--- config.mk ---
export PLATFORM = sky130hd
export DESIGN_NAME = json_string_escape_utf8_encoder_core
export DESIGN_NICKNAME = d
export VERILOG_FILES = /design/src/jseu_pkg.sv /design/src/json_string_escape_utf8_encoder_core.sv /design/src/jseu_front.sv /design/src/jseu_queue.sv /design/src/jseu_back.sv
export VERILOG_INCLUDE_DIRS = /design/src /design/src/src
export SDC_FILE = /design/constraint.sdc
export NUM_CORES = 1
export LEC_CHECK = 0
export ABC_CLOCK_PERIOD_IN_PS = 6100
export BUFFER_PORTS_ARGS = -buffer_cell sky130_fd_sc_hd__buf_2
export CAP_MARGIN = 20
export CORE_UTILIZATION = 30
export DETAILED_ROUTE_END_ITERATION = 12
export RECOVER_POWER = 100
export SLEW_MARGIN = 20
export SYNTH_ARGS = -nofsm -noshare
export SYNTH_HDL_FRONTEND = slang
export SYNTH_HIERARCHICAL = 1
export SYNTH_SLANG_ARGS = --single-unit
--- constraint.sdc ---
create_clock -name clk_i -period 6.1 [get_ports clk_i]
set_clock_uncertainty 0.2 [all_clocks]
set_input_delay 0 -clock clk_i [delete_from_list [all_inputs] [get_ports clk_i]]
set_output_delay 0 -clock clk_i [all_outputs]
set_load 0.02 [all_outputs]
--- src/json_string_escape_utf8_encoder_core_macros.svh ---
// Assertion macros shared by the RTL of the JSON escape / UTF-8 encoder.
// Define ASSERT_OFF to drop every check from the build.
`ifndef JSON_STRING_ESCAPE_UTF8_ENCODER_CORE_MACROS_SVH
`define JSON_STRING_ESCAPE_UTF8_ENCODER_CORE_MACROS_SVH

`ifndef ASSERT_OFF

// Check gated by the active-low reset.
`define JSEU_ASSERT(label, clk, rst_n, prop, msg) \
  label: assert property (@(posedge clk) disable iff (!(rst_n)) (prop)) else $error(msg);

// Check that must hold at every edge, reset included.
`define JSEU_ASSERT_ALWAYS(label, clk, prop, msg) \
  label: assert property (@(posedge clk) (prop)) else $error(msg);

`else

`define JSEU_ASSERT(label, clk, rst_n, prop, msg)

`define JSEU_ASSERT_ALWAYS(label, clk, prop, msg)

`endif

`endif

--- src/jseu_pkg.sv ---
`default_nettype none

package jseu_pkg;

  localparam int unsigned CP_W        = 21;
  localparam int unsigned BYTE_W      = 8;
  localparam int unsigned QUEUE_DEPTH = 2;

  // Range boundaries of the UTF-8 forms
  localparam logic [CP_W-1:0] CP_MAX_1B = 21'h00007F;
  localparam logic [CP_W-1:0] CP_MAX_2B = 21'h0007FF;
  localparam logic [CP_W-1:0] CP_MAX_3B = 21'h00FFFF;
  localparam logic [CP_W-1:0] CP_MAX_4B = 21'h10FFFF;
  localparam logic [CP_W-1:0] SURR_LO   = 21'h00D800;
  localparam logic [CP_W-1:0] SURR_HI   = 21'h00DFFF;

  // Lead and continuation markers
  localparam logic [BYTE_W-1:0] LEAD_2B   = 8'hC0;
  localparam logic [BYTE_W-1:0] LEAD_3B   = 8'hE0;
  localparam logic [BYTE_W-1:0] LEAD_4B   = 8'hF0;
  localparam logic [BYTE_W-1:0] CONT_MARK = 8'h80;
  localparam logic [BYTE_W-1:0] BACKSLASH = 8'h5C;

  // Error codes on the result channel
  localparam logic [1:0] ERR_NONE      = 2'd0;
  localparam logic [1:0] ERR_SURROGATE = 2'd1;
  localparam logic [1:0] ERR_RANGE     = 2'd2;

  // One classified code point: up to four bytes, first byte at index 0
  typedef struct packed {
    logic [3:0][BYTE_W-1:0] bytes;
    logic [1:0]             last_idx;
    logic [1:0]             err;
  } desc_t;

  // Escape letter for characters JSON escapes, zero otherwise
  function automatic logic [BYTE_W-1:0] escape_letter(input logic [CP_W-1:0] cp);
    logic [BYTE_W-1:0] letter;
    case (cp)
      21'h000022: letter = 8'h22;  // quote
      21'h00005C: letter = 8'h5C;  // backslash
      21'h00002F: letter = 8'h2F;  // slash
      21'h000008: letter = 8'h62;  // b
      21'h00000C: letter = 8'h66;  // f
      21'h00000A: letter = 8'h6E;  // n
      21'h00000D: letter = 8'h72;  // r
      21'h000009: letter = 8'h74;  // t
      default:    letter = 8'h00;
    endcase
    return letter;
  endfunction

endpackage

`default_nettype wire

--- src/json_string_escape_utf8_encoder_core.sv ---
// JSON string escaper and UTF-8 encoder.
// Input channel (in_valid_i / in_ready_o / code_point_i): one code point per
// request. Output channel (out_valid_o / out_ready_i): one byte per request,
// with last_byte_o on the final byte of a code point and error_code_o.
// Escaped characters give a backslash and a letter; other code points give
// their 1 to 4 UTF-8 bytes; a surrogate or a value above 0x10FFFF gives one
// byte of zero with last_byte_o set and an error code.
// The first byte of a request is written into the queue and then into the
// output register before it is valid. Throughput: one byte per cycle while
// the queue holds bytes and the receiver is ready; the 1 to 4 bytes of a
// code point are serialised by the single output register.
// A classify stage feeds a QueueDepth-entry queue; the input keeps taking
// requests while the queue has room, so a stalled receiver stops the input
// only once the queue is full. Stalled output holds its byte unchanged.
// Reset empties the queue and clears the output valid; no clearing pass.
`default_nettype none

module json_string_escape_utf8_encoder_core #(
  parameter int unsigned QueueDepth = jseu_pkg::QUEUE_DEPTH
) (
  input  wire logic                        clk_i,
  input  wire logic                        rst_ni,
  input  wire logic                        in_valid_i,
  output logic                             in_ready_o,
  input  wire logic [jseu_pkg::CP_W-1:0]   code_point_i,
  output logic                             out_valid_o,
  input  wire logic                        out_ready_i,
  output logic [jseu_pkg::BYTE_W-1:0]      out_byte_o,
  output logic                             last_byte_o,
  output logic [1:0]                       error_code_o
);
  import jseu_pkg::*;

  logic  push;
  logic  full;
  logic  pop;
  logic  empty;
  desc_t desc;
  desc_t head;

  jseu_front u_front (
    .in_valid_i   (in_valid_i),
    .in_ready_o   (in_ready_o),
    .code_point_i (code_point_i),
    .full_i       (full),
    .push_o       (push),
    .desc_o       (desc)
  );

  jseu_queue #(
    .Depth (QueueDepth)
  ) u_queue (
    .clk_i   (clk_i),
    .rst_ni  (rst_ni),
    .push_i  (push),
    .desc_i  (desc),
    .full_o  (full),
    .pop_i   (pop),
    .head_o  (head),
    .empty_o (empty)
  );

  jseu_back u_back (
    .clk_i        (clk_i),
    .rst_ni       (rst_ni),
    .head_i       (head),
    .empty_i      (empty),
    .pop_o        (pop),
    .out_valid_o  (out_valid_o),
    .out_ready_i  (out_ready_i),
    .out_byte_o   (out_byte_o),
    .last_byte_o  (last_byte_o),
    .error_code_o (error_code_o)
  );

endmodule

`default_nettype wire

--- src/jseu_front.sv ---
`default_nettype none

module jseu_front (
  input  wire logic                        in_valid_i,
  output logic                             in_ready_o,
  input  wire logic [jseu_pkg::CP_W-1:0]   code_point_i,
  input  wire logic                        full_i,
  output logic                             push_o,
  output jseu_pkg::desc_t                  desc_o
);
  import jseu_pkg::*;

  logic [BYTE_W-1:0] esc;

  // Take a request whenever the queue has room
  assign in_ready_o = !full_i;
  assign push_o     = in_valid_i && !full_i;

  // Classify the code point and build its byte sequence
  always_comb begin
    esc    = escape_letter(code_point_i);
    desc_o = '0;
    if (esc != '0) begin
      desc_o.bytes[0] = BACKSLASH;
      desc_o.bytes[1] = esc;
      desc_o.last_idx = 2'd1;
    end else if (code_point_i <= CP_MAX_1B) begin
      desc_o.bytes[0] = code_point_i[7:0];
      desc_o.last_idx = 2'd0;
    end else if (code_point_i <= CP_MAX_2B) begin
      desc_o.bytes[0] = LEAD_2B | {3'b000, code_point_i[10:6]};
      desc_o.bytes[1] = CONT_MARK | {2'b00, code_point_i[5:0]};
      desc_o.last_idx = 2'd1;
    end else if (code_point_i >= SURR_LO && code_point_i <= SURR_HI) begin
      desc_o.err      = ERR_SURROGATE;
      desc_o.last_idx = 2'd0;
    end else if (code_point_i <= CP_MAX_3B) begin
      desc_o.bytes[0] = LEAD_3B | {4'b0000, code_point_i[15:12]};
      desc_o.bytes[1] = CONT_MARK | {2'b00, code_point_i[11:6]};
      desc_o.bytes[2] = CONT_MARK | {2'b00, code_point_i[5:0]};
      desc_o.last_idx = 2'd2;
    end else if (code_point_i <= CP_MAX_4B) begin
      desc_o.bytes[0] = LEAD_4B | {5'b00000, code_point_i[20:18]};
      desc_o.bytes[1] = CONT_MARK | {2'b00, code_point_i[17:12]};
      desc_o.bytes[2] = CONT_MARK | {2'b00, code_point_i[11:6]};
      desc_o.bytes[3] = CONT_MARK | {2'b00, code_point_i[5:0]};
      desc_o.last_idx = 2'd3;
    end else begin
      desc_o.err      = ERR_RANGE;
      desc_o.last_idx = 2'd0;
    end
  end

endmodule

`default_nettype wire

--- src/jseu_queue.sv ---
`default_nettype none
`include "json_string_escape_utf8_encoder_core_macros.svh"

module jseu_queue #(
  parameter int unsigned Depth = jseu_pkg::QUEUE_DEPTH
) (
  input  wire logic             clk_i,
  input  wire logic             rst_ni,
  input  wire logic             push_i,
  input  wire jseu_pkg::desc_t  desc_i,
  output logic                  full_o,
  input  wire logic             pop_i,
  output jseu_pkg::desc_t       head_o,
  output logic                  empty_o
);
  import jseu_pkg::*;

  localparam int unsigned PtrW = $clog2(Depth);
  localparam int unsigned CntW = $clog2(Depth + 1);

  desc_t            mem_q [Depth];
  logic [PtrW-1:0]  wr_ptr_q, wr_ptr_d;
  logic [PtrW-1:0]  rd_ptr_q, rd_ptr_d;
  logic [CntW-1:0]  cnt_q, cnt_d;

  assign full_o  = (cnt_q == CntW'(Depth));
  assign empty_o = (cnt_q == '0);
  assign head_o  = mem_q[rd_ptr_q];

  // Pointer wrap and fill level
  always_comb begin
    wr_ptr_d = wr_ptr_q;
    rd_ptr_d = rd_ptr_q;
    if (push_i) begin
      wr_ptr_d = (wr_ptr_q == PtrW'(Depth - 1)) ? '0 : wr_ptr_q + PtrW'(1);
    end
    if (pop_i) begin
      rd_ptr_d = (rd_ptr_q == PtrW'(Depth - 1)) ? '0 : rd_ptr_q + PtrW'(1);
    end
    cnt_d = cnt_q + CntW'(push_i) - CntW'(pop_i);
  end

  always_ff @(posedge clk_i or negedge rst_ni) begin
    if (!rst_ni) begin
      wr_ptr_q <= '0;
      rd_ptr_q <= '0;
      cnt_q    <= '0;
    end else begin
      wr_ptr_q <= wr_ptr_d;
      rd_ptr_q <= rd_ptr_d;
      cnt_q    <= cnt_d;
    end
  end

  // Storage, no reset
  always_ff @(posedge clk_i) begin
    if (push_i) begin
      mem_q[wr_ptr_q] <= desc_i;
    end
  end

  `JSEU_ASSERT(a_no_overflow, clk_i, rst_ni, push_i |-> !full_o, "push into full queue")
  `JSEU_ASSERT(a_no_underflow, clk_i, rst_ni, pop_i |-> !empty_o, "pop from empty queue")
  `JSEU_ASSERT_ALWAYS(a_cnt_range, clk_i, !rst_ni || cnt_q <= CntW'(Depth), "queue count out of range")

endmodule

`default_nettype wire

--- src/jseu_back.sv ---
`default_nettype none
`include "json_string_escape_utf8_encoder_core_macros.svh"

module jseu_back (
  input  wire logic                          clk_i,
  input  wire logic                          rst_ni,
  input  wire jseu_pkg::desc_t               head_i,
  input  wire logic                          empty_i,
  output logic                               pop_o,
  output logic                               out_valid_o,
  input  wire logic                          out_ready_i,
  output logic [jseu_pkg::BYTE_W-1:0]        out_byte_o,
  output logic                               last_byte_o,
  output logic [1:0]                         error_code_o
);
  import jseu_pkg::*;

  logic              out_valid_q;
  logic [1:0]        idx_q;
  logic [BYTE_W-1:0] byte_q;
  logic              last_q;
  logic [1:0]        err_q;
  logic              load;
  logic              is_last;

  // Output register takes the next byte when empty or being drained
  assign load    = !empty_i && (!out_valid_q || out_ready_i);
  assign is_last = (idx_q == head_i.last_idx);
  assign pop_o   = load && is_last;

  always_ff @(posedge clk_i or negedge rst_ni) begin
    if (!rst_ni) begin
      out_valid_q <= 1'b0;
      idx_q       <= '0;
    end else begin
      if (load) begin
        out_valid_q <= 1'b1;
        idx_q       <= is_last ? 2'd0 : idx_q + 2'd1;
      end else if (out_ready_i) begin
        out_valid_q <= 1'b0;
      end
    end
  end

  // Byte payload, no reset
  always_ff @(posedge clk_i) begin
    if (load) begin
      byte_q <= head_i.bytes[idx_q];
      last_q <= is_last;
      err_q  <= head_i.err;
    end
  end

  assign out_valid_o  = out_valid_q;
  assign out_byte_o   = byte_q;
  assign last_byte_o  = last_q;
  assign error_code_o = err_q;

  `JSEU_ASSERT(a_err_single, clk_i, rst_ni,
    out_valid_q && err_q != ERR_NONE |-> byte_q == '0 && last_q, "bad error result")
  `JSEU_ASSERT(a_partial_held, clk_i, rst_ni,
    idx_q != 2'd0 |-> !empty_i && idx_q <= head_i.last_idx, "partial item lost")

endmodule

`default_nettype wire
Yosys cells after proc, flatten, opt, wreduce, memory -nomap -nowiden:

Memory sizes are Yosys's and may differ from the RTL's.
Cells that the tools add are included.
Widths: inputs -> output; s select.

* word-level logic and storage cells: 78
* memory bits (writable): 72
* output and inout port bits: 13
* memories: 1
* input port bits: 25
* register bits after elaboration: 18

Memory list
* u_queue.mem_q: depth 2, width 36, read ports 1, clocked after memory_dff 0, write ports 1, RTL line jseu_queue.sv:21 `desc_t mem_q [Depth];`

* magnitude comparators: 7
* multiplexer cells: 36
* reductions and logical operators: 11
* add/sub/neg operators: 5
* equality and inequality tests: 10

Operators with widths (number)
* $mux 32: 7
* $mux 26: 5
* $eq 21x4->1 const B: 5
* $pmux 7 s8: 1
* $eq 21x6->1 const B: 2
* $le 21x16->1 const B: 2
* $mux 18: 2
* $mux 16: 2
* $mux 24: 1
* $eq 21x7->1 const B: 1
* $ge 21x16->1 const B: 1
* $le 21x11->1 const B: 1
* $le 21x21->1 const B: 1
* $le 21x7->1 const B: 1
* $bmux 8 s2: 1
* $mux 8: 2
* $mux 2: 7
* $mux 10: 1
* $reduce_bool 8->1: 1
* $mux 1: 6
* $logic_and 1x1->1: 4
* $mux 4: 1
* $logic_not 1->1: 3
* $lt 2x3->1 const B: 1
* 9 further kinds: 10

Longest topological paths before layout:

Gate-level depths: netlist of the first run.

* depth after elaboration: 16
* mapped depth: 9
* depth with buffers taken out: 7

By module:

Netlist of the first run, hierarchy kept.

By module, submodules not included
* jseu_queue: cells an instance 127, seq. area each 2262.2 sq um, area an instance 2944.1 sq um, instances 1
* jseu_front: cells an instance 161, seq. area each 0.0 sq um, area an instance 968.4 sq um, instances 1
* jseu_back: cells an instance 41, seq. area each 405.4 sq um, area an instance 724.4 sq um, instances 1

Least setup slack after synthesis of the first run:

No wires, ideal clock.

* kind: register to register
* from: register u_queue.cnt_q[1]
* to: memory u_queue/mem_q[0][0] (netlist bit), enable pin
* buffers on the path: 0
* setup slack: 3.056 ns
* clock period less this slack: 3.044 ns
* data arrival time: 2.411 ns
* cell stages (with the launch flop): 4
* setup time: 0.434 ns
* required time: 5.466 ns
* path through: dfrtp_1 -> nor2b_1 -> nor2b_1 -> nor2b_1

* longest elaborated chain between the ends: 5

Ends and longest elaborated chain
* start, declared: RTL line jseu_queue.sv:24 `logic [CntW-1:0] cnt_q, cnt_d;`
* start signal, assigned: RTL line jseu_queue.sv:51 `cnt_q <= cnt_d;`
* $eq 2x2->1: RTL line jseu_queue.sv:26 `assign full_o = (cnt_q == CntW'(Depth));`
* named net full: RTL line json_string_escape_utf8_encoder_core.sv:35 `logic full;`
* $logic_not 1->1: RTL line jseu_front.sv:17 `assign push_o = in_valid_i && !full_i;`
* $logic_and 1x1->1: RTL line jseu_front.sv:17
* named net push: RTL line json_string_escape_utf8_encoder_core.sv:34 `logic push;`
* $mux 1: RTL line jseu_queue.sv:57 `if (push_i) begin`
* $mux 1 (implied by the code): RTL line jseu_queue.sv:58 `mem_q[wr_ptr_q] <= desc_i;`
* end, declared: RTL line jseu_queue.sv:21

The timed path passes the listed nets, and every way through them passes these cells.

Worst setup path in the final report of the first run:

* from: register u_queue.cnt_q[1]
* to: memory u_queue/mem_q[0][21] (netlist bit), enable pin

Same word-level chain as after synthesis.

==> results of run 1 <==
-- metrics by stage --
step / total power, mW / utilization [%] / worst slack [ns]
after global placement: 1.70 / 32.4 / 2.99
after global routing: 2.37 / 35.5 / 1.78
after CTS: 2.30 / 35.9 / 2.91
after floorplan: 1.59 / - / 3.06
after detailed placement: 1.73 / 32.4 / 2.92
final: 2.25 / 35.5 / 2.03
-- report_power, final --
part | leakage [nW] | internal (mW) | switching (mW) | total (mW)
Combinational | 0.954 | 0.345 | 0.295 | 0.640
Sequential | 0.863 | 0.909 | 0.143 | 1.05
Clock | 0.149 | 0.325 | 0.237 | 0.562
-- kinds of logic (layout without fill, tap and decap cells) --
| kind of cell | after synthesis | count (layout) | synth area share, % |
|---|---|---|---|
| simple gates | 91 | 91 | 11.5 |
| flops | 90 | 90 | 57.5 |
| compound gates | 61 | 61 | 8.80 |
| mux | 45 | 45 | 15.5 |
| buf+inv | 33 | 87 | 4.43 |
| xor+xnor | 6 | 6 | 1.62 |
| fa+ha+maj | 2 | 2 | 0.540 |
| other cells | 1 | 2 | 0.0809 |
-- placed cells by master (no fill, tap or decap), types with 3 or more instances in the layout --
| cell | n |
|---|---|
| buf_2 | 22 |
| clkbuf_1 | 16 |
| nor2_1 | 17 |
| dlygate4sd3_1 | 22 |
| o21ai_0 | 22 |
| mux2_4 | 24 |
| or3_1 | 3 |
| mux4_2 | 5 |
| a311o_1 | 3 |
| or4_1 | 3 |
| nand2b_1 | 6 |
| dfrtp_1 | 7 |
| xor2_1 | 3 |
| and3_1 | 11 |
| nor3_1 | 7 |
| nor2b_1 | 6 |
| a22o_1 | 6 |
| mux4_1 | 3 |
| edfxtp_1 | 83 |
| nand2_1 | 12 |
| mux2_1 | 5 |
| mux2_2 | 8 |
| nand4_1 | 3 |
| inv_1 | 11 |
| nand3_1 | 10 |
| nor4_1 | 4 |
| inv_6 | 3 |
| a21oi_1 | 8 |
| clkbuf_16 | 9 |
-- worst max-delay path: stages, from the launching register on --
cell,delay (ns)
dfrtp_1,0.40
nor2b_1,0.15
nor2b_1,0.28
nor2b_1,2.55
-- cell type report --
| cell class | count | area, sq um | area share [%] |
|---|---|---|---|
| clock buffer | 9 | 225 | 4.19 |
| clock inverter | 7 | 83.8 | 1.56 |
| inverter | 11 | 41.3 | 0.769 |
| multi-input combinational | 207 | 1730 | 32.2 |
| sequential | 90 | 2670 | 49.7 |
| tap | 188 | 235 | 4.38 |
| timing repair buffer | 60 | 390 | 7.27 |
-- routing by layer --
metal | vias up | routed length, um | GRT usage (%)
met3 | 9 | 546 | 2.53
met4 | 0 | 99 | 3.33
met2 | 107 | 4280 | 19.8
met1 | 1372 | 4650 | 17.4
met5 | - | 0 | 0
li1 | 1375 | - | -
-- path summary, 6_finish.rpt --
kind | end | cells after the start
max | u_queue/mem_q[0][21] | 3
min | u_queue/mem_q[1][22] | 2
max reg2reg | u_queue/mem_q[0][21] | 3
min reg2reg | u_queue/wr_ptr_q | 1
max in group asynchronous | u_back/idx_q[1] | 3
min in group asynchronous | u_back/out_valid_o | 3
-- state kept, by name, summed over array words and instances, names as in the netlist --
name and count:
u_queue/wr_ptr_q 1, u_queue/mem_q 72, u_back/error_code_o 2, u_back/idx_q 2
u_queue/cnt_q 2, u_back/last_byte_o 1, u_back/out_byte_o 8, u_queue/rd_ptr_q 1
u_back/out_valid_o 1
-- what timing repair did --
item | CTS | global route
setup buffers | 0 | 0
endpoints found under the hold margin | 44 | 0
endpoints found under the setup margin | 0 | 0
hold buffers | 22 | 0
==> reports/results.ini, run 1 <==
[timing]
final-hold-violation-count=0
maxSlewViolCount=112
finalSetupViolCount=0
slew_headroom_pct=-127
fmax_ghz=0.246
hold-worst-slack_ns=0.0134
rsz0062_at_grt=false
setup_tns_ns=0
period_share_pct=66.8
worstMarginPinSlew_ns=3.40
min_period_ns=4.07

[setup_path]
startpoint_type=flip-flop
r2r-start=u_queue/cnt_q[1]
reg2reg_slack_ns=2.03
critPathCaptureType=flip-flop
cp-startpoint=u_queue/cnt_q[1]
worstSetupPathType=flip-flop to flip-flop
crit_path_max_fanout=36
required_ns=5.77
crit_arrival_ns=3.74

[logic_synthesis]
netlist.area_leader.share_pct=53.8
async_flop_share_pct=7.78
synthCells=329
synth.distinct_cells=61
synth_area_leaders=edfxtp_1 (54%), mux2_4 (9.4%), dfrtp_1 (3.8%), mux4_2 (2.4%), o21ai_0 (2.4%)
yosysTopAreaCell=edfxtp_1
syn_avg_cell_area_sq_um=14.1
ys.flop_type=edfxtp_1
synth_seq_cells=90
synth_most_common_cell=edfxtp_1
ys_seq_area_share_pct=57.5
yosys_warnings=6
synth_edf_count=83
post_synth_instance_area_sq_um=4640
synth_common_cells=edfxtp_1 (83), mux2_4 (29), o21ai_0 (22)

[finish]
stdcell_area_sq_um=5370
drive_gt1_share_pct=21.4
fill_cells=1444
syn_to_final_growth_pct=15.9
final_cells=572
antenna_cells=0
fin_nets=406

[route]
dr.pass1.iters=4
dr_total_vias=2863
drcViolationCount=0
routedWlPerCell_um=16.7
ant_nets=0
drt-vias-per-instance=5.01
drt_iter0_drc=256
routed_wl_um=9580

[placed_design]
gp_congestion=0.910
placed_area_sq_um=4910
place_hpwl_um=6340
dp.cells=534
io_buffers=37

[run_status]
violations=max-capacitance violations, max-slew violations
status=finished with violations

[hold_path]
hp-class=input port to flip-flop
hold_start=code_point_i[2]

[grt]
grt_pass1_wl_um=15400
grt_util_all_layers_pct=12.5
grt_start_max_net_pins=38
grt-ovfl-total=0
grt_pass1_vias=2878
antenna_found_initial=0

[floorplanning]
initial_utilization_pct=30.6
die_y_um=126
die_width_um=126
dieArea_sq_um=16000
rows=45
io_pins=38
core_sq_um=15100

[cts]
root_buffer=clkbuf_16
clk_pin_slew_ns=0.07
cts_resized=0
cts.htree.levels=3
cts_tree=built
clock_sinks=90
cts_buffers=9
cts_buffer_depth=2
clk_latency_ns=0.33

[power_and_ir_drop]
ir_worst_vdd_mv=0.158
total_leakage_power_nw=1.97
power_density_nw_per_um2=419

[run]
maxCapViolations=3

(Power assumes the default switching activity.)
==> run 2, diff against run 1 <==
--- a/config.mk
+++ b/config.mk
@@ -6,7 +6,7 @@
 export SDC_FILE = /design/constraint.sdc
 export NUM_CORES = 1
 export LEC_CHECK = 0
-export ABC_CLOCK_PERIOD_IN_PS = 6100
+export ABC_CLOCK_PERIOD_IN_PS = 3600
 export BUFFER_PORTS_ARGS = -buffer_cell sky130_fd_sc_hd__buf_2
 export CAP_MARGIN = 20
 export CORE_UTILIZATION = 30
==> constraint.sdc (replaced) <==
create_clock -name clk_i -period 3.6 [get_ports clk_i]
set_clock_uncertainty 0.2 [all_clocks]
set_input_delay 0 -clock clk_i [delete_from_list [all_inputs] [get_ports clk_i]]
set_output_delay 0 -clock clk_i [all_outputs]
set_load 0.02 [all_outputs]
==> run 2 against run 1 <==
Critical path type unchanged. Routed wire length grew 1.9%. Fmax increased by 32%. The flow now finishes without violations. Clock power increased by 51%. Global-route usage barely moved. Die area unchanged. Critical path depth is 4 higher. First-iteration DRC count rose by 8.2%. Final cell count rose by 0.17%.
==> reports/results.ini, run 2 (synthesis results as in run 1) <==
[finish]
largest-register=u_queue/mem_q
fin_nets=407  ; +0.25%
final_cell_mix=edfxtp_1 (83), mux2_4 (25), buf_2 (22), o21ai_0 (22), dlygate4sd3_1 (20)
fin_util_pct=35.3  ; -0.20 points
final_cells=573  ; +0.17%
fill_cells=1466  ; +1.5%
largest_register_ffs=72  ; unchanged
syn_to_final_growth_pct=15.2
stdcell_area_sq_um=5340  ; -0.56%
drive_gt1_share_pct=22.1  ; +0.72 points
antenna_cells=0  ; unchanged
final_common_cell=edfxtp_1

[setup_path]
crit_path_max_fanout=20  ; -44%
startpoint_type=flip-flop
worstSetupPathType=flip-flop to flip-flop
r2r_cells=7  ; +4
r2r_end=u_queue/cnt_q[1]
crit_arrival_ns=3.09  ; -0.65 ns
reg2reg_slack_ns=0.51  ; -1.51 ns
r2r-start=u_queue/rd_ptr_q
critPathCaptureType=flip-flop
required_ns=3.60  ; -2.17 ns

[floorplanning]
dieArea_sq_um=16000  ; unchanged
core_sq_um=15100  ; unchanged
initial_utilization_pct=30.6  ; unchanged
die_width_um=126  ; unchanged
die_y_um=126  ; unchanged
io_pins=38  ; unchanged
rows=45  ; unchanged

[grt]
grt_pass1_wl_um=15300  ; -0.18%
grt_util_all_layers_pct=12.5  ; +0.043 points
grt_pass1_vias=2883  ; +0.17%
grt_start_max_net_pins=37  ; -2.6%
grt-ovfl-total=0  ; unchanged
antenna_found_initial=0  ; unchanged

[run]
maxCapViolations=0  ; -3

[cts]
cts_buffer_depth=2  ; unchanged
cts.htree.levels=3  ; unchanged
cts_tree=built
clock_sinks=90  ; unchanged
root_buffer=clkbuf_16
cts_buffers=9  ; unchanged
clk_pin_slew_ns=0.06  ; about the same
clk_latency_ns=0.33  ; about the same

[timing]
hold-worst-slack_ns=0.000903  ; -0.0125 ns
setup_ws_ns=0.514  ; -1.51 ns
period_share_pct=85.7  ; +19 points
worstMarginPinSlew_ns=1.15  ; -2.25 ns
maxSlewViolCount=0  ; -100%
slew_headroom_pct=23.1  ; +150 points
rsz0062_at_grt=false
final-hold-violation-count=0  ; unchanged
finalSetupViolCount=0  ; unchanged
fmax_ghz=0.324  ; +32%
setup_tns_ns=0  ; unchanged
min_period_ns=3.09  ; -0.987 ns

[placed_design]
place_hpwl_um=6640  ; +4.8%
gp_congestion=0.867  ; -4.7%
dp_slack_ns=0.769  ; -2.15 ns
placed_area_sq_um=4940  ; +0.46%
dp.cells=537  ; +0.56%
io_buffers=37  ; unchanged

[route]
routedWlPerCell_um=17.0  ; +1.7%
dr.pass1.iters=4  ; unchanged
dr_total_vias=2875  ; +0.42%
ant_nets=0  ; unchanged
drt-vias-per-instance=5.02  ; +0.24%
routed_wl_um=9760  ; +1.9%
drt_iter0_drc=277  ; +8.2%
drcViolationCount=0  ; unchanged

[hold_path]
holdPathStages=3  ; +1
min_to=u_queue/mem_q[1][4]
hold_start=code_point_i[18]
hp-class=input port to flip-flop

[power_and_ir_drop]
ir_worst_vdd_mv=0.300  ; +89%
power_density_nw_per_um2=694  ; +65%
total_power_mw=3.71  ; +64%
total_leakage_power_nw=1.97  ; about the same

[run_status]
status=complete, no violations

## run 2: critical path, cell delays in order, from the launching register on
cell     delay, ns
dfrtp_1       1.00
mux2_4        0.37
xor2_1        0.16
nor4_1        0.50
ha_1          0.32
inv_1         0.06
ha_1          0.14
xor3_1        0.20
## run 2: final cells by class
type	instances	area (sq um)	area share, %
Timing Repair Buffer	61	388	7.26
Inverter	11	41.3	0.773
Tap cell	188	235	4.40
Sequential cell	90	2670	49.9
Clock buffer	12	246	4.61
Multi-Input combinational cell	207	1740	32.6
Clock inverter	4	23.8	0.445
## run 2: power by group
group          internal [mW]  switching (mW)
combinational          0.577           0.548
sequential              1.53           0.201
clock                  0.487           0.362
## run 2: timing repair
action	4_1_cts	5_1_grt
resized for setup	0	0
endpoints found under the setup margin	0	0
buffers inserted	0	0
hold buffers	20	0
hold endpoints to repair	38	0
## run 2: metal layers
metal / vias up / wire length (um) / GRT usage (%)
met5: - / 0 / 0
met4: 0 / 165 / 5.03
met3: 10 / 643 / 2.45
met2: 103 / 4400 / 19.9
met1: 1381 / 4550 / 16.8
li1: 1381 / - / -
## run 2: worst max-delay path by stage
stage                          end        startpoint  cells past startpoint
6_report          u_queue/cnt_q[1]  u_queue/rd_ptr_q                      7
5_1_grt           u_queue/cnt_q[1]  u_queue/rd_ptr_q                      7
4_1_cts           u_queue/cnt_q[1]  u_queue/rd_ptr_q                      7
3_5_place_dp      u_queue/cnt_q[1]  u_queue/rd_ptr_q                      7
3_3_place_gp      u_queue/cnt_q[1]  u_queue/rd_ptr_q                      7
2_1_floorplan  u_queue/mem_q[0][0]  u_queue/cnt_q[1]                      3
==> run 3, diff against run 2 <==
--- a/config.mk
+++ b/config.mk
@@ -6,6 +6,7 @@
 export SDC_FILE = /design/constraint.sdc
 export NUM_CORES = 1
 export LEC_CHECK = 0
+export ABC_AREA = 1
 export ABC_CLOCK_PERIOD_IN_PS = 3600
 export BUFFER_PORTS_ARGS = -buffer_cell sky130_fd_sc_hd__buf_2
 export CAP_MARGIN = 20
==> run 3 against run 2 <==
Utilization fell by 0.79 points. Hold slack better by 0.0069 ns. Power down 0.61%. Final cell count grew 36%. Combinational power about the same. Die area grew 4.6%. Global-route usage grew 1.1 points. Largest power group unchanged.
==> reports/results.ini, run 3 <==
[cts]
clock_sinks=90  ; unchanged
postCtsSetupBuffers=0  ; unchanged
root_buffer=clkbuf_16
cts.htree.levels=3  ; unchanged
clk_pin_slew_ns=0.06  ; about the same
cts_buffers=9  ; unchanged
clk_latency_ns=0.33  ; about the same
cts_tree=built
cts_buffer_depth=2  ; unchanged

[finish]
largest_register_ffs=72  ; unchanged
largest-register=u_queue/mem_q
fin_util_pct=34.5  ; -0.79 points
fill_cells=1635  ; +12%
stdcell_area_sq_um=5460  ; +2.2%
final_cell_mix=nand2_1 (107), edfxtp_1 (83), inv_1 (76), nor2_1 (67), o21ai_0 (37)
multiInputGateArea_sq_um=1650  ; -5.2%
seqCellArea_sq_um=2670  ; about the same
drive_gt1_share_pct=15.9  ; -6.1 points
antenna_cells=0  ; unchanged
final_common_cell=nand2_1
syn_to_final_growth_pct=12.4
fin_nets=587  ; +44%

[route]
routed_wl_um=10500  ; +8.0%
dr_total_vias=3607  ; +25%
dr.pass1.iters=5  ; +1
ant_nets=0  ; unchanged
drt-vias-per-instance=4.62  ; -8.0%
routedWlPerCell_um=13.5  ; -21%
drt_iter0_drc=258  ; -6.9%
drcViolationCount=0  ; unchanged

[setup_path]
crit_path_max_fanout=38  ; +90%
worstSetupPathType=flip-flop to flip-flop
r2r_cells=4  ; -3
r2r-start=u_queue/rd_ptr_q
r2r_end=u_back/out_byte_o[2]
critPathCaptureType=flip-flop
reg2reg_slack_ns=0.93  ; +0.42 ns
required_ns=3.46  ; -0.14 ns
startpoint_type=flip-flop
crit_arrival_ns=2.53  ; -0.56 ns

[timing]
hold-worst-slack_ns=0.00777  ; +0.00687 ns
maxSlewViolCount=0  ; unchanged
slew_headroom_pct=34.4  ; +11 points
period_share_pct=74.1  ; -12 points
rsz0062_at_grt=false
setup_ws_ns=0.931  ; +0.417 ns
worstMarginPinSlew_ns=0.984  ; -0.165 ns
setup_tns_ns=0  ; unchanged
finalSetupViolCount=0  ; unchanged
final-hold-violation-count=0  ; unchanged
min_period_ns=2.67  ; -0.417 ns
fmax_ghz=0.375  ; +16%

[logic_synthesis]
synthCells=516  ; +57%
synth.distinct_cells=37  ; -39%
synth_common_cells=nand2_1 (105), edfxtp_1 (83), inv_1 (75)
netlist.area_leader.share_pct=51.3  ; -2.4 points
ys_seq_area_share_pct=54.9  ; -2.6 points
yosys_warnings=6  ; unchanged
post_synth_instance_area_sq_um=4850  ; +4.7%
synth_edf_count=83  ; unchanged
async_flop_share_pct=7.78  ; unchanged
synth_seq_cells=90  ; unchanged
synth_most_common_cell=nand2_1
synth_area_leaders=edfxtp_1 (51%), nand2_1 (8.1%), inv_1 (5.8%), o21ai_2 (5.6%), nor2_1 (4.9%)
ys.flop_type=edfxtp_1
yosysTopAreaCell=edfxtp_1
syn_avg_cell_area_sq_um=9.41  ; -33%

[floorplanning]
dieArea_sq_um=16700  ; +4.6%
die_width_um=129  ; +2.3%
core_sq_um=15800  ; +4.5%
die_y_um=129  ; +2.3%
io_pins=38  ; unchanged
initial_utilization_pct=30.7  ; +0.056 points
rows=46  ; +2.2%

[power_and_ir_drop]
p_int_mw=2.36  ; -9.0%
combPwrFrac_pct=30.4  ; about the same
power_density_nw_per_um2=675  ; -2.7%
switching_share_pct=35.9  ; +5.9 points
power_frac_seq_pct=46.9  ; +0.2 points
power.switching_mw=1.32  ; +19%
p_clk_share_pct=22.7  ; -0.2 points
total_leakage_power_nw=2.33  ; +19%
ir_worst_vdd_mv=0.297  ; -0.90%

[placed_design]
dp_slack_ns=1.12  ; +0.348 ns
gp_congestion=0.886  ; +2.1%
io_buffers=37  ; unchanged
placed_area_sq_um=5150  ; +4.3%
place_hpwl_um=7590  ; +14%

[grt]
grt_start_max_net_pins=39  ; +5.4%
grt_pass1_vias=3448  ; +20%
grt_util_all_layers_pct=13.6  ; +1.1 points
antenna_found_initial=0  ; unchanged
grt_pass1_wl_um=17300  ; +13%
grt-ovfl-total=0  ; unchanged

[run_status]
status=complete, no violations

[hold_path]
hp-class=input port to flip-flop
min_to=u_queue/mem_q[1][20]
hold_start=code_point_i[6]
holdPathStages=3  ; unchanged

[run]
maxCapViolations=0  ; unchanged

-- run 3: stage by stage --
step / cells / total power [mW]
2_1_floorplan: 517 / 2.71
3_3_place_gp: 754 / 2.89
3_5_place_dp: 754 / 2.93
4_1_cts: 781 / 3.77
5_1_grt: 781 / 3.94
6_report: 781 / 3.68
-- run 3: layer usage --
metal | wire length (um) | part of all wire (%) | GRT usage, % | vias to the layer above
li1 | - | - | - | 1804
met1 | 5020 | 48 | 18.4 | 1681
met2 | 4880 | 46 | 22.0 | 116
met3 | 569 | 5.4 | 2.52 | 6
met4 | 71 | 0.67 | 4.22 | 0
met5 | 0 | 0 | 0 | -
-- run 3: power groups by stage --
stage,logic (mW),clock network (mW),registers [mW]
floorplan,0.996,0,1.71
global placement,1.16,0,1.74
detailed placement,1.18,0,1.75
CTS,1.19,0.850,1.72
global route,1.27,0.894,1.77
finish,1.12,0.837,1.73
-- run 3: layout make-up --
type	instances	share of cell area [%]
well taps	216	4.95
clock buffers	12	4.52
multi-input cells	326	30.2
clock inverters	4	0.367
inverters	81	5.62
repair buffers	52	5.43
flip-flops and latches	90	48.9
-- run 3: worst max path at each step --
stage	from	endpoint	slack, ns	depth (start not counted)
floorplan	u_queue/cnt_q[1]	u_queue/mem_q[0][0]	0.69	5
global placement	u_queue/rd_ptr_q	u_queue/cnt_q[1]	1.21	12
detailed placement	u_queue/rd_ptr_q	u_queue/cnt_q[1]	1.12	12
CTS	u_queue/rd_ptr_q	u_queue/cnt_q[1]	1.11	12
global route	u_queue/rd_ptr_q	u_back/out_byte_o[2]	0.67	4
finish	u_queue/rd_ptr_q	u_back/out_byte_o[2]	0.93	4
-- run 3: timing repair --
item                      in CTS  in global routing
hold endpoints to repair      32                  0
gates resized for setup        0                  0
hold buffers                  11                  0
-- run 3: cell families after synthesis --
| family | share of synthesized area [%] |
|---|---|
| other | 0.0772 |
| xor gates and xnor gates | 0.696 |
| buffers and inverters | 10.4 |
| AOI/OAI and AO/OA | 12.1 |
| and+or+nand+nor | 21.3 |
| DFF | 54.9 |
| adders and majority gates | 0.515 |
-- run 3: critical path, stage by stage, from the launching register on --
cell and delay, ns:
dfrtp_2 0.84, clkbuf_2 0.77, o21ai_0 0.24, o21ai_0 0.19, o22ai_1 0.14
